[src/rtl/f32ac_pkg.sv]
package f32ac_pkg;

  typedef enum logic [2:0] {
    CMD_ADD  = 3'd0,
    CMD_SUB  = 3'd1,
    CMD_MUL  = 3'd2,
    CMD_DIV  = 3'd3,
    CMD_ASIN = 3'd4,
    CMD_SQRT = 3'd5,
    CMD_LOG  = 3'd6,
    CMD_NONE = 3'd7
  } cmd_t;

  typedef enum logic [2:0] {
    AN_NONE      = 3'd0,
    AN_PRECISION = 3'd1,
    AN_INFINITY  = 3'd2,
    AN_NAN       = 3'd3,
    AN_CANCEL    = 3'd4,
    AN_UNDERFLOW = 3'd5,
    AN_DIVZERO   = 3'd6
  } anomaly_t;

  typedef struct packed {
    logic s1;
    logic s2;
    logic s3;
  } stage_en_t;

  localparam logic [9:0]  FACTOR_RESET = 10'd4;
  // 2^25 - 1: the overflow threshold is (2^25 - 1) * 2^103
  localparam logic [24:0] OVF_MANT     = 25'h1FF_FFFF;
  localparam logic [31:0] QNAN         = 32'h7FC0_0000;
  localparam logic [31:0] MAX_FINITE   = 32'h7F7F_FFFF;
  localparam logic [30:0] ONE_MAG      = 31'h3F80_0000;

  function automatic logic f_nan(input logic [31:0] x);
    return (x[30:23] == 8'hFF) && (x[22:0] != 23'd0);
  endfunction

  function automatic logic f_inf(input logic [31:0] x);
    return (x[30:23] == 8'hFF) && (x[22:0] == 23'd0);
  endfunction

  function automatic logic f_zero(input logic [31:0] x);
    return x[30:0] == 31'd0;
  endfunction

  // significand with hidden bit
  function automatic logic [23:0] f_mant(input logic [31:0] x);
    return {x[30:23] != 8'd0, x[22:0]};
  endfunction

  // exponent with subnormals taken as exponent one
  function automatic logic [7:0] f_bexp(input logic [31:0] x);
    return (x[30:23] == 8'd0) ? 8'd1 : x[30:23];
  endfunction

endpackage

[src/rtl/f32ac_addsub.sv]
module f32ac_addsub (
  input  logic                  clk,
  input  f32ac_pkg::stage_en_t  en,
  input  logic [31:0]           a,
  input  logic [31:0]           b,
  input  logic                  sub,
  output logic [31:0]           res
);
  import f32ac_pkg::*;

  // stage 1: order operands by magnitude, catch specials
  logic [31:0] bb, x, y, spec_val_c;
  logic        swap, nan_in, ainf, binf, spec_c;

  logic        sx1, eff_sub1, spec1;
  logic [7:0]  ex1, dexp1;
  logic [23:0] mx1, my1;
  logic [31:0] spec_val1;

  always_comb begin
    bb     = {b[31] ^ sub, b[30:0]};
    swap   = b[30:0] > a[30:0];
    x      = swap ? bb : a;
    y      = swap ? a : bb;
    nan_in = f_nan(a) || f_nan(b);
    ainf   = f_inf(a);
    binf   = f_inf(bb);
    spec_c = nan_in || ainf || binf;
    if (nan_in || (ainf && binf && (a[31] != bb[31]))) begin
      spec_val_c = QNAN;
    end else if (ainf) begin
      spec_val_c = a;
    end else begin
      spec_val_c = bb;
    end
  end

  always_ff @(posedge clk) begin
    if (en.s1) begin
      sx1       <= x[31];
      eff_sub1  <= a[31] ^ bb[31];
      ex1       <= f_bexp(x);
      dexp1     <= f_bexp(x) - f_bexp(y);
      mx1       <= f_mant(x);
      my1       <= f_mant(y);
      spec1     <= spec_c;
      spec_val1 <= spec_val_c;
    end
  end

  // stage 2: align smaller operand with guard, round and sticky bits, then add or subtract
  logic [26:0] ym, ysh, lost, yal, xm;
  logic [27:0] sum_c;

  logic [27:0] sum2;
  logic [7:0]  ex2;
  logic        sx2, spec2;
  logic [31:0] spec_val2;

  always_comb begin
    ym   = {my1, 3'b000};
    xm   = {mx1, 3'b000};
    ysh  = ym >> dexp1[4:0];
    lost = ym & ~({27{1'b1}} << dexp1[4:0]);
    if (dexp1 >= 8'd27) begin
      yal = {26'd0, my1 != 24'd0};
    end else begin
      yal = ysh | {26'd0, lost != 27'd0};
    end
    if (eff_sub1) begin
      sum_c = {1'b0, xm} - {1'b0, yal};
    end else begin
      sum_c = {1'b0, xm} + {1'b0, yal};
    end
  end

  always_ff @(posedge clk) begin
    if (en.s2) begin
      sum2      <= sum_c;
      ex2       <= ex1;
      sx2       <= sx1;
      spec2     <= spec1;
      spec_val2 <= spec_val1;
    end
  end

  // stage 3: normalise, round to nearest even, pack
  logic [4:0]  lz;
  logic [7:0]  lim, sh8;
  logic [26:0] m;
  logic [8:0]  e9, ef;
  logic [23:0] man, manf;
  logic        up;
  logic [24:0] mr;
  logic [31:0] res_c;

  always_comb begin
    lz = 5'd27;
    for (int i = 0; i < 27; i++) begin
      if (sum2[i]) lz = 5'(26 - i);
    end
    lim = ex2 - 8'd1;
    sh8 = ({3'b000, lz} > lim) ? lim : {3'b000, lz};
    if (sum2[27]) begin
      m  = {sum2[27:2], sum2[1] | sum2[0]};
      e9 = {1'b0, ex2} + 9'd1;
    end else begin
      m  = sum2[26:0] << sh8[4:0];
      e9 = {1'b0, ex2} - {1'b0, sh8};
    end
    man = m[26:3];
    up  = m[2] && ((m[1:0] != 2'b00) || man[0]);
    mr  = {1'b0, man} + {24'd0, up};
    if (mr[24]) begin
      manf = mr[24:1];
      ef   = e9 + 9'd1;
    end else begin
      manf = mr[23:0];
      ef   = e9;
    end
    if (spec2) begin
      res_c = spec_val2;
    end else if (sum2 == 28'd0) begin
      res_c = 32'd0;
    end else if (ef >= 9'd255) begin
      res_c = {sx2, 8'hFF, 23'd0};
    end else begin
      res_c = {sx2, manf[23] ? ef[7:0] : 8'd0, manf[22:0]};
    end
  end

  always_ff @(posedge clk) begin
    if (en.s3) begin
      res <= res_c;
    end
  end

endmodule

[config.mk]
export PLATFORM = sky130hd
export DESIGN_NAME = f32ac_addsub
export DESIGN_NICKNAME = d
export VERILOG_FILES = /design/src/rtl/f32ac_pkg.sv /design/src/rtl/f32ac_addsub.sv
export SDC_FILE = /design/constraint.sdc
export NUM_CORES = 1
export LEC_CHECK = 0
export BUFFER_PORTS_ARGS = -buffer_cell sky130_fd_sc_hd__buf_2
export CAP_MARGIN = 20
export CORE_MARGIN = 4
export CORE_UTILIZATION = 30
export DETAILED_ROUTE_END_ITERATION = 10
export SLEW_MARGIN = 20
export SYNTH_ARGS = -nofsm -noshare
export SYNTH_HDL_FRONTEND = slang
export SYNTH_SLANG_ARGS = --single-unit
[constraint.sdc]
create_clock -name clk -period 9.2 [get_ports clk]
set_input_delay 0.46 -clock clk [delete_from_list [all_inputs] [get_ports clk]]
set_output_delay 0.46 -clock clk [all_outputs]
set_load 0.01 [all_outputs]
[Yosys cells after proc, flatten, opt, wreduce, memory -nomap -nowiden]
Index checks and enable logic that the tools add are counted.
W data, S select, Z words.
Word-level totals
  flip-flop bits (word level): 201
  output and inout bits: 32
  logic and storage cells: 105
Cells by class
  $add $sub $neg: 8
  $lt $le $gt $ge: 4
  equality and inequality tests: 3
  shift-type cells: 3
  muxes and demuxes: 43
  bitwise logic cells: 6
  reductions and logical operators: 24
Operators by type and width (number)
  $mux W5: 26
  $mux W32: 4
  $mux W31: 2
  $mux W27: 2
  $logic_not A23 Y1: 2
  $reduce_bool A23 Y1: 2
  $mux W8: 4
  $gt A31 B31 Y1: 1
  $add A27 B27 Y28: 1
  $logic_not A28 Y1: 1
  $mux W28: 1
  $sub A27 B27 Y28: 1
  $and A27 B27 Y27: 1
  $not A27 Y27: 1
  $or A27 B1 Y27: 1
  $reduce_bool A27 Y1: 1
  $shl A27 B5 Y27: 1
  $shl A27 B5 Y27 const A: 1
  $shr A27 B5 Y27: 1
  $add A24 B1 Y25: 1
  $mux W24: 1
  $reduce_bool A24 Y1: 1
  $mux W9: 2
  $eq A8 B8 Y1 const B: 2
  17 further kinds: 30

[Logic depth before layout (Yosys ltp)]
Gate-level depths: netlist (run 1).
  depth after elaboration: 40
  mapped depth: 34
  gate-level depth less buffers: 28

[Least setup slack after synthesis (run 1)]
No wires, ideal clock.
  path kind: register to register
  from: reg ex2[0]
  to: reg res[13], data pin
  setup time: 269 ps
  data arrival time: 6211 ps
  required time: 8931 ps
  path slack: 2720 ps
  stages on the path, launching flop included: 32
  buffers on the path: 5
  path through: edfxtp_1 -> buf_6 -> inv_1 -> ha_1 -> xor2_1 -> clkinv_1 -> ha_1 -> and3_1 -> a31oi_1 -> o211ai_2 -> nor2_2 -> o21a_1 -> inv_2 -> buf_4 -> buf_4 -> buf_2 -> ha_1 -> nor2b_1 -> ha_1 -> a21o_1 -> a21oi_1 -> xnor2_1 -> nor2b_1 -> nand2_1 -> xor2_1 -> nor3b_1 -> nand3_1 -> mux2i_1 -> o22ai_2 -> a21boi_2 -> buf_2 -> o31ai_1
Between the ends
  word-level cells in the longest chain between the ends: 14
  elaborated cells on any way between the ends: 19
RTL lines
  from (decl): line f32ac_addsub.sv:56  | logic [7:0] ex2;
  from (signal assigned): line f32ac_addsub.sv:80  | ex2 <= ex1;
  $sub A8 B1 Y8: line f32ac_addsub.sv:102  | lim = ex2 - 8'd1;
  $gt A5 B8 Y1: line f32ac_addsub.sv:103  | sh8 = ({3'b000, lz} > lim) ? lim : {3'b000, lz};
  $mux W8: line f32ac_addsub.sv:103
  $shl A27 B5 Y27: line f32ac_addsub.sv:108  | m = sum2[26:0] << sh8[4:0];
  $mux W27: line f32ac_addsub.sv:104  | if (sum2[27]) begin
  $reduce_bool A2 Y1: line f32ac_addsub.sv:112  | up = m[2] && ((m[1:0] != 2'b00) || man[0]);
  $logic_or A1 B1 Y1: line f32ac_addsub.sv:112
  $logic_and A1 B1 Y1: line f32ac_addsub.sv:112
  $add A24 B1 Y25: line f32ac_addsub.sv:113  | mr = {1'b0, man} + {24'd0, up};
  $mux W9: line f32ac_addsub.sv:114  | if (mr[24]) begin
  $ge A9 B8 Y1: line f32ac_addsub.sv:125  | end else if (ef >= 9'd255) begin
  $mux W31 *: line f32ac_addsub.sv:125
  $mux W32 *: line f32ac_addsub.sv:123  | end else if (sum2 == 28'd0) begin
  $mux W32 *: line f32ac_addsub.sv:121  | if (spec2) begin
  net res_c[13]: line f32ac_addsub.sv:95  | logic [31:0] res_c;
  to (signal assigned): line f32ac_addsub.sv:134  | res <= res_c;
  to (decl): line f32ac_addsub.sv:7  | output logic [31:0] res
Mark *: on every way through the listed nets, which the timed path passes. The rest lies on a longest branch.
A chain may end at the register's enable or synchronous reset.

[Worst setup path in the final report (run 1)]
  from: reg ex2[0]
  to: reg res[28], data pin
Between the ends
  word-level cells in the longest chain between the ends: 14
  elaborated cells on any way between the ends: 20
RTL lines (line)
  $sub A8 B1 Y8: f32ac_addsub.sv:102
  $gt A5 B8 Y1: f32ac_addsub.sv:103
  $mux W8: f32ac_addsub.sv:103
  $shl A27 B5 Y27: f32ac_addsub.sv:108
  $mux W27: f32ac_addsub.sv:104
  $reduce_bool A2 Y1: f32ac_addsub.sv:112
  $logic_or A1 B1 Y1: f32ac_addsub.sv:112
  $logic_and A1 B1 Y1: f32ac_addsub.sv:112
  $add A24 B1 Y25: f32ac_addsub.sv:113
  $mux W9 / $mux W24 (equally long branches): f32ac_addsub.sv:114
  $ge A9 B8 Y1 / $mux W8 (equally long branches): f32ac_addsub.sv:125, f32ac_addsub.sv:128
  $mux W31 *: f32ac_addsub.sv:125
  $mux W32 *: f32ac_addsub.sv:123
  $mux W32 *: f32ac_addsub.sv:121
  net res_c[28]: f32ac_addsub.sv:95
Marks and branches as above.

==> results.cfg, run 1 <==
[status]
outcome = completed

[grt]
antenna_found_initial = 0
grt_use_total_pct = 19.2
grt_max_degree = 78
grt.overflow.total = 0
grt_first_pass_wirelength_mm = 90.8
grt_pass1_vias = 14700

[yosys]
async_reset_ff_share_pct = 0
syn_avg_cell_area_sq_um = 9.20
synth.most_common_cell = edfxtp_1
ys_ff_latch = 201
synth-simple-area-share_pct = 18.3
yosysSeqAreaShare_pct = 35.4
ys_types = 100
synth_edf_count = 201
yosysWarnings = 0
yosys.area_share.adder_pct = 8.12
synth_mux_area_share_pct = 7.82
syn_nets = 2030
ys.flop_type = edfxtp_1
synth_top_family_by_area = compound AO/OA/AOI/OAI gates
synth.cell_area_sq_um = 17000
synth_xor_area_share_pct = 3.44
yosys-top-cells-area = edfxtp_1, ha_1, nand2_1
synth_top_area_share_pct = 35.4
synthCells = 1853
synth_compound_area_share_pct = 21.8
yosysTopAreaCell = edfxtp_1
ys_top_cells_by_count = edfxtp_1, nand2_1, inv_1

[worst_setup_path]
critPathCaptureType = flop
crit_path_max_fanout = 30
cp_slowest_cell = nor4_1
startpoint_type = flop
cp_cell_sequence = buf_4 -> inv_1 -> ha_1 -> xor2_1 -> clkinv_1 -> ha_1 -> and3_1 -> a31oi_1 -> o211a_2 -> nand3_1 -> a21oi_2 -> buf_4 -> inv_2 -> mux2i_1 -> mux2_2 -> a221oi_1 -> o221ai_1 -> nor4_1 -> nand3_1 -> nor3_2 -> mux2i_1 -> a21boi_2 -> buf_4 -> a221o_1
crit_family = compound AO/OA/AOI/OAI gates
crit_buf_inv = 6
required_ps = 9480
arrival_ps = 8310
critPathMostFrequentCell = buf_4
path_class = reg2reg
r2r_setup_slack_ps = 1170
slowest_delay_ps = 620

[place]
placed_area_sq_um = 18400
hpwl_mm = 46.9
place_congestion = 1.03
dpl.cell_count = 2645
io_buffers = 100
preCtsSetupSlack_ps = 1400

[detailed_routing]
drcViolationCount = 0
first_pass_iters = 7
post_drt_wl_per_cell_um = 22.5
vias = 15500
drt_first_iter_violations = 1712
via_per_inst = 5.77
antenna_left = 0
finalWirelength_mm = 60.4

[sta]
fin_tns_setup_ps = 0
maxSlewHeadroom_pct = 32.9
report.final.slew_viol_count = 0
min_period_ps = 8030
finalCritPeriodShare_pct = 87.3
worst_pin_slew_ps = 1010
fin_worst_skew_ps = 23.2
fmax_mhz = 124
grt_setup_unrepaired = false
setup_ws_ps = 1170
setup_viol_count_final = 0
hold_violations = 0

[die]
dieArea_sq_um = 60700
io_pins = 101
coreArea_sq_um = 56300
die_height_um = 246
die_w_um = 246
rows = 87
start_util_pct = 30.3

[clock_tree]
cts_root_buffer = clkbuf_16
holdBufCountCts = 0
clkTransAtPathRegs_ps = 60
cts_buffer_depth = 3
postCtsSetupBuffers = 0
clkLatencyLatePin_ps = 530
numCtsBuffers = 23
cts_resized = 0
cts_tree = done
h-tree-depth = 1
cts_num_sinks = 201

[layout]
final_cell_area_sq_um = 19100
multi_input_area_sq_um = 10100
layout.cells.non_filler = 2685
regArea_sq_um = 6040
area_delta_synth_final_pct = 12.2
drive_gt1_share_pct = 15.0
layout.nets = 2091
nFillCells = 5767
diodes = 0

[power_and_ir_drop]
p_per_area_nw_per_um2 = 221
ir_drop_mv = 0.125
p_leak_nw = 7.40

[job]
maxCapViolations = 0

[min_path]
hold_class = in2reg
## final cells by class
type	instances	area share, %
Sequential cell	201	31.6
Inverter	119	2.33
Tap cell	756	4.94
Clock inverter	16	0.948
Multi-Input combinational cell	1432	53.0
Timing Repair Buffer	137	4.15
Clock buffer	24	3.03
## layout by cell type (no fill, tap or decap), types with 20 or more instances in the layout
cell type  Yosys  final
inv_1        112    112
o21ai_0       94     94
xor2_1        20     20
a21oi_1       92     92
nor2_1       109    108
buf_4          4     37
clkbuf_16      0     23
nand2_1      186    186
and2_1        41     41
mux2_2        49     49
edfxtp_1     201    201
ha_1         105    105
nand4_1       30     30
o211ai_1      40     40
nand3_1       54     54
buf_2         13     99
mux2i_1       51     51
o31ai_1       34     34
nor4_1        30     30
nor3_1        35     35
nor2b_1       30     29
xnor2_1       47     47
a31oi_1       31     30
## per-layer routing
| metal | GRT usage, % | wire length (um) | vias up |
|---|---|---|---|
| met5 | 0 | 0 | - |
| met4 | 8.54 | 3210 | 0 |
| met3 | 2.37 | 4450 | 162 |
| met2 | 29.5 | 26300 | 785 |
| met1 | 27.1 | 26500 | 7405 |
| li1 | - | - | 7134 |
## logic make-up (layout without fill, tap and decap cells)
group                    Yosys count  in the layout
AO/OA/AOI/OAI                    526            526
adder cells (fa/ha/maj)          109            109
AND/OR/NAND/NOR                  618            618
buffers and inverters            220            296
flip-flops                       201            201
multiplexers                     112            112
XOR/XNOR                          67             67
## registers in the layout, indices dropped and copies added (netlist names), 8 cells and up
name       count
ex2            8
dexp1          8
my1           24
res           32
ex1            8
mx1           24
spec_val1     32
sum2          28
spec_val2     32
## worst paths after layout
path / start / end / cells past startpoint
worst max-delay path: ex2[0] / res[28] / 24
worst max register to register: ex2[0] / res[28] / 24
worst min register to register: spec_val1[21] / spec_val2[21] / 0
worst min-delay path: a[5] / my1[5] / 2
## through the flow
step           util [%]  hold WS (ps)  total power [mW]
2_1_floorplan         -           400              2.64
3_3_place_gp       32.6           409              3.27
3_5_place_dp       32.6           405              3.27
4_1_cts            34.0           258              4.20
5_1_grt            34.0           276              4.45
6_report           34.0           294              4.23
## power breakdown
| part | switching (mW) | internal (mW) |
|---|---|---|
| combinational | 1.22 | 0.723 |
| sequential | 0.170 | 1.19 |
| clock | 0.376 | 0.545 |
| total | 1.77 | 2.46 |
Power figures use the tool's default switching activity.
==> run 2, diff against run 1 <==
--- a/config.mk
+++ b/config.mk
@@ -8,8 +8,9 @@
 export BUFFER_PORTS_ARGS = -buffer_cell sky130_fd_sc_hd__buf_2
 export CAP_MARGIN = 20
 export CORE_MARGIN = 4
-export CORE_UTILIZATION = 30
+export CORE_UTILIZATION = 63
 export DETAILED_ROUTE_END_ITERATION = 10
+export PLACE_DENSITY_LB_ADDON = 0.08
 export SLEW_MARGIN = 20
 export SYNTH_ARGS = -nofsm -noshare
 export SYNTH_HDL_FRONTEND = slang
==> run 2 against run 1 <==
Against the previous run: largest power group unchanged; sequential cell count did not move; core utilization rose by 36 points; sequential power barely moved.
==> results.cfg, run 2 (synthesis gave the netlist of run 1 again) <==
[layout]
reg_top3 = res: 32 flops, spec_val1: 32 flops, spec_val2: 32 flops
layout.cells.non_filler = 2249
layout_common_cells = edfxtp_1, nand2_1, inv_1
layout.nets = 2076
drive_gt1_share_pct = 14.0
final_common_cell = edfxtp_1
area_delta_synth_final_pct = 8.11
nFillCells = 1918

[clock_tree]
clkTransAtPathRegs_ps = 60
cts_num_sinks = 201
cts_tree = done
numCtsBuffers = 21
cts_buffer_depth = 3
cts_root_buffer = clkbuf_16
postCtsSetupBuffers = 0
cts_resized = 0
h-tree-depth = 1
clkLatencyLatePin_ps = 510
holdBufCountCts = 0

[power_and_ir_drop]
ir_drop_mv = 0.166
power_switching_mw = 1.75
swShare_pct = 42.1
cell_internal_pwr_mw = 2.42
p_leak_nw = 7.31
clock_power_share_pct = 20.2
p_per_area_nw_per_um2 = 226
p_total_mw = 4.17
p_seq_share_pct = 32.6
combinationalPowerShare_pct = 47.1

[sta]
hold_violations = 0
report.final.slew_viol_count = 0
setup_ws_ps = 847
min_period_ps = 8350
fin_worst_skew_ps = 9.02
maxSlewHeadroom_pct = 25.5
fmax_mhz = 120
finalCritPeriodShare_pct = 90.8
worst_pin_slew_ps = 1110
grt_setup_unrepaired = false
fin_tns_setup_ps = 0
setup_viol_count_final = 0

[grt]
grt_use_total_pct = 38.4
antenna_found_initial = 0
grt_util_met1_pct = 47.8
grt_first_pass_wirelength_mm = 88.3
grtUsageMet3_pct = 6.81
grt_pass1_vias = 15500
grt_max_degree = 71
grt_busiest_layer = met2
grt.overflow.total = 0
met2_usage_pct = 63.1

[worst_setup_path]
startpoint_type = flop
path_class = reg2reg
required_ps = 9580
critPathCaptureType = flop
cp_slowest_cell = o21ai_1
ff2ff_path_depth = 23
cp_cell_sequence = buf_4 -> inv_1 -> ha_1 -> xor2_1 -> clkinv_1 -> ha_1 -> and3_1 -> a31oi_1 -> o211ai_2 -> o21ai_1 -> a21oi_2 -> buf_4 -> inv_2 -> mux2i_1 -> a222oi_1 -> nor3b_1 -> o21ai_0 -> nor4_4 -> and4bb_1 -> nand3_1 -> or4_1 -> a21oi_1 -> a221o_1
crit_path_max_fanout = 19
arrival_ps = 8730
slowest_delay_ps = 710

[place]
io_buffers = 100
place_congestion = 1.07
hpwl_mm = 43.5
dpl.cell_count = 2211
preCtsSetupSlack_ps = 1240

[job]
maxCapViolations = 0

[die]
dieArea_sq_um = 29700
die_height_um = 172
rows = 59
die_w_um = 172
io_pins = 101
coreArea_sq_um = 26400
start_util_pct = 64.7

[detailed_routing]
vias = 16400
antenna_left = 0
first_pass_iters = 6
drcViolationCount = 0
via_per_inst = 7.28
post_drt_wl_per_cell_um = 26.1
drt_first_iter_violations = 2517
finalWirelength_mm = 58.6

[min_path]
hold_class = in2reg
holdPathStages = 2

[status]
outcome = completed
## run 2: area by class of cell
cell class                 count  area, sq um  share of cell area [%]
timing repair buffer         124          696                    3.78
clock buffer                  23          533                    2.89
clock inverter                14          145                   0.788
antenna                        1         2.50                  0.0136
sequential                   201         6040                    32.8
tap                          335          419                    2.27
inverter                     119          447                    2.42
multi-input combinational   1432        10100                    55.1
## run 2: layer usage
layer | routed length [um] | part of all wire, % | vias up
met2 | 27300 | 47 | 1297
met4 | 4250 | 7.3 | 0
met1 | 20500 | 35 | 7660
met5 | 0 | 0 | -
met3 | 6590 | 11 | 321
li1 | - | - | 7103
## run 2: worst paths after layout
path | slack [ps] | startpoint | end
setup / recovery | 850 | ex2[0] | res[30]
hold / removal | 280 | b[27] | spec_val1[27]
setup reg to reg | 850 | ex2[0] | res[30]
hold reg to reg | 420 | spec_val1[0] | spec_val2[0]
## run 2: critical path, delay by kind of cell (launching register included)
family	cells	cell delay, ps
flip-flops	1	370
XOR/XNOR	1	430
adder cells (fa/ha/maj)	2	690
multiplexers	1	290
buffers and inverters	5	1380
AND/OR/NAND/NOR	6	2770
AO/OA/AOI/OAI	8	2280
## run 2: stage by stage
step | utilization [%] | hold slack (ps) | cell area (sq um)
after floorplan | - | 400 | 17000
after global placement | 67.3 | 404 | 17700
after detailed placement | 67.3 | 407 | 17700
after CTS | 69.9 | 279 | 18400
after global routing | 69.9 | 285 | 18400
final | 69.9 | 278 | 18400
## run 2: power groups by stage
stage / sequential [mW] / combinational [mW] / clock (mW)
2_1_floorplan: 1.28 / 1.36 / 0
3_3_place_gp: 1.36 / 1.86 / 0
3_5_place_dp: 1.37 / 1.87 / 0
4_1_cts: 1.35 / 1.89 / 0.847
5_1_grt: 1.37 / 2.09 / 0.884
6_report: 1.36 / 1.97 / 0.843
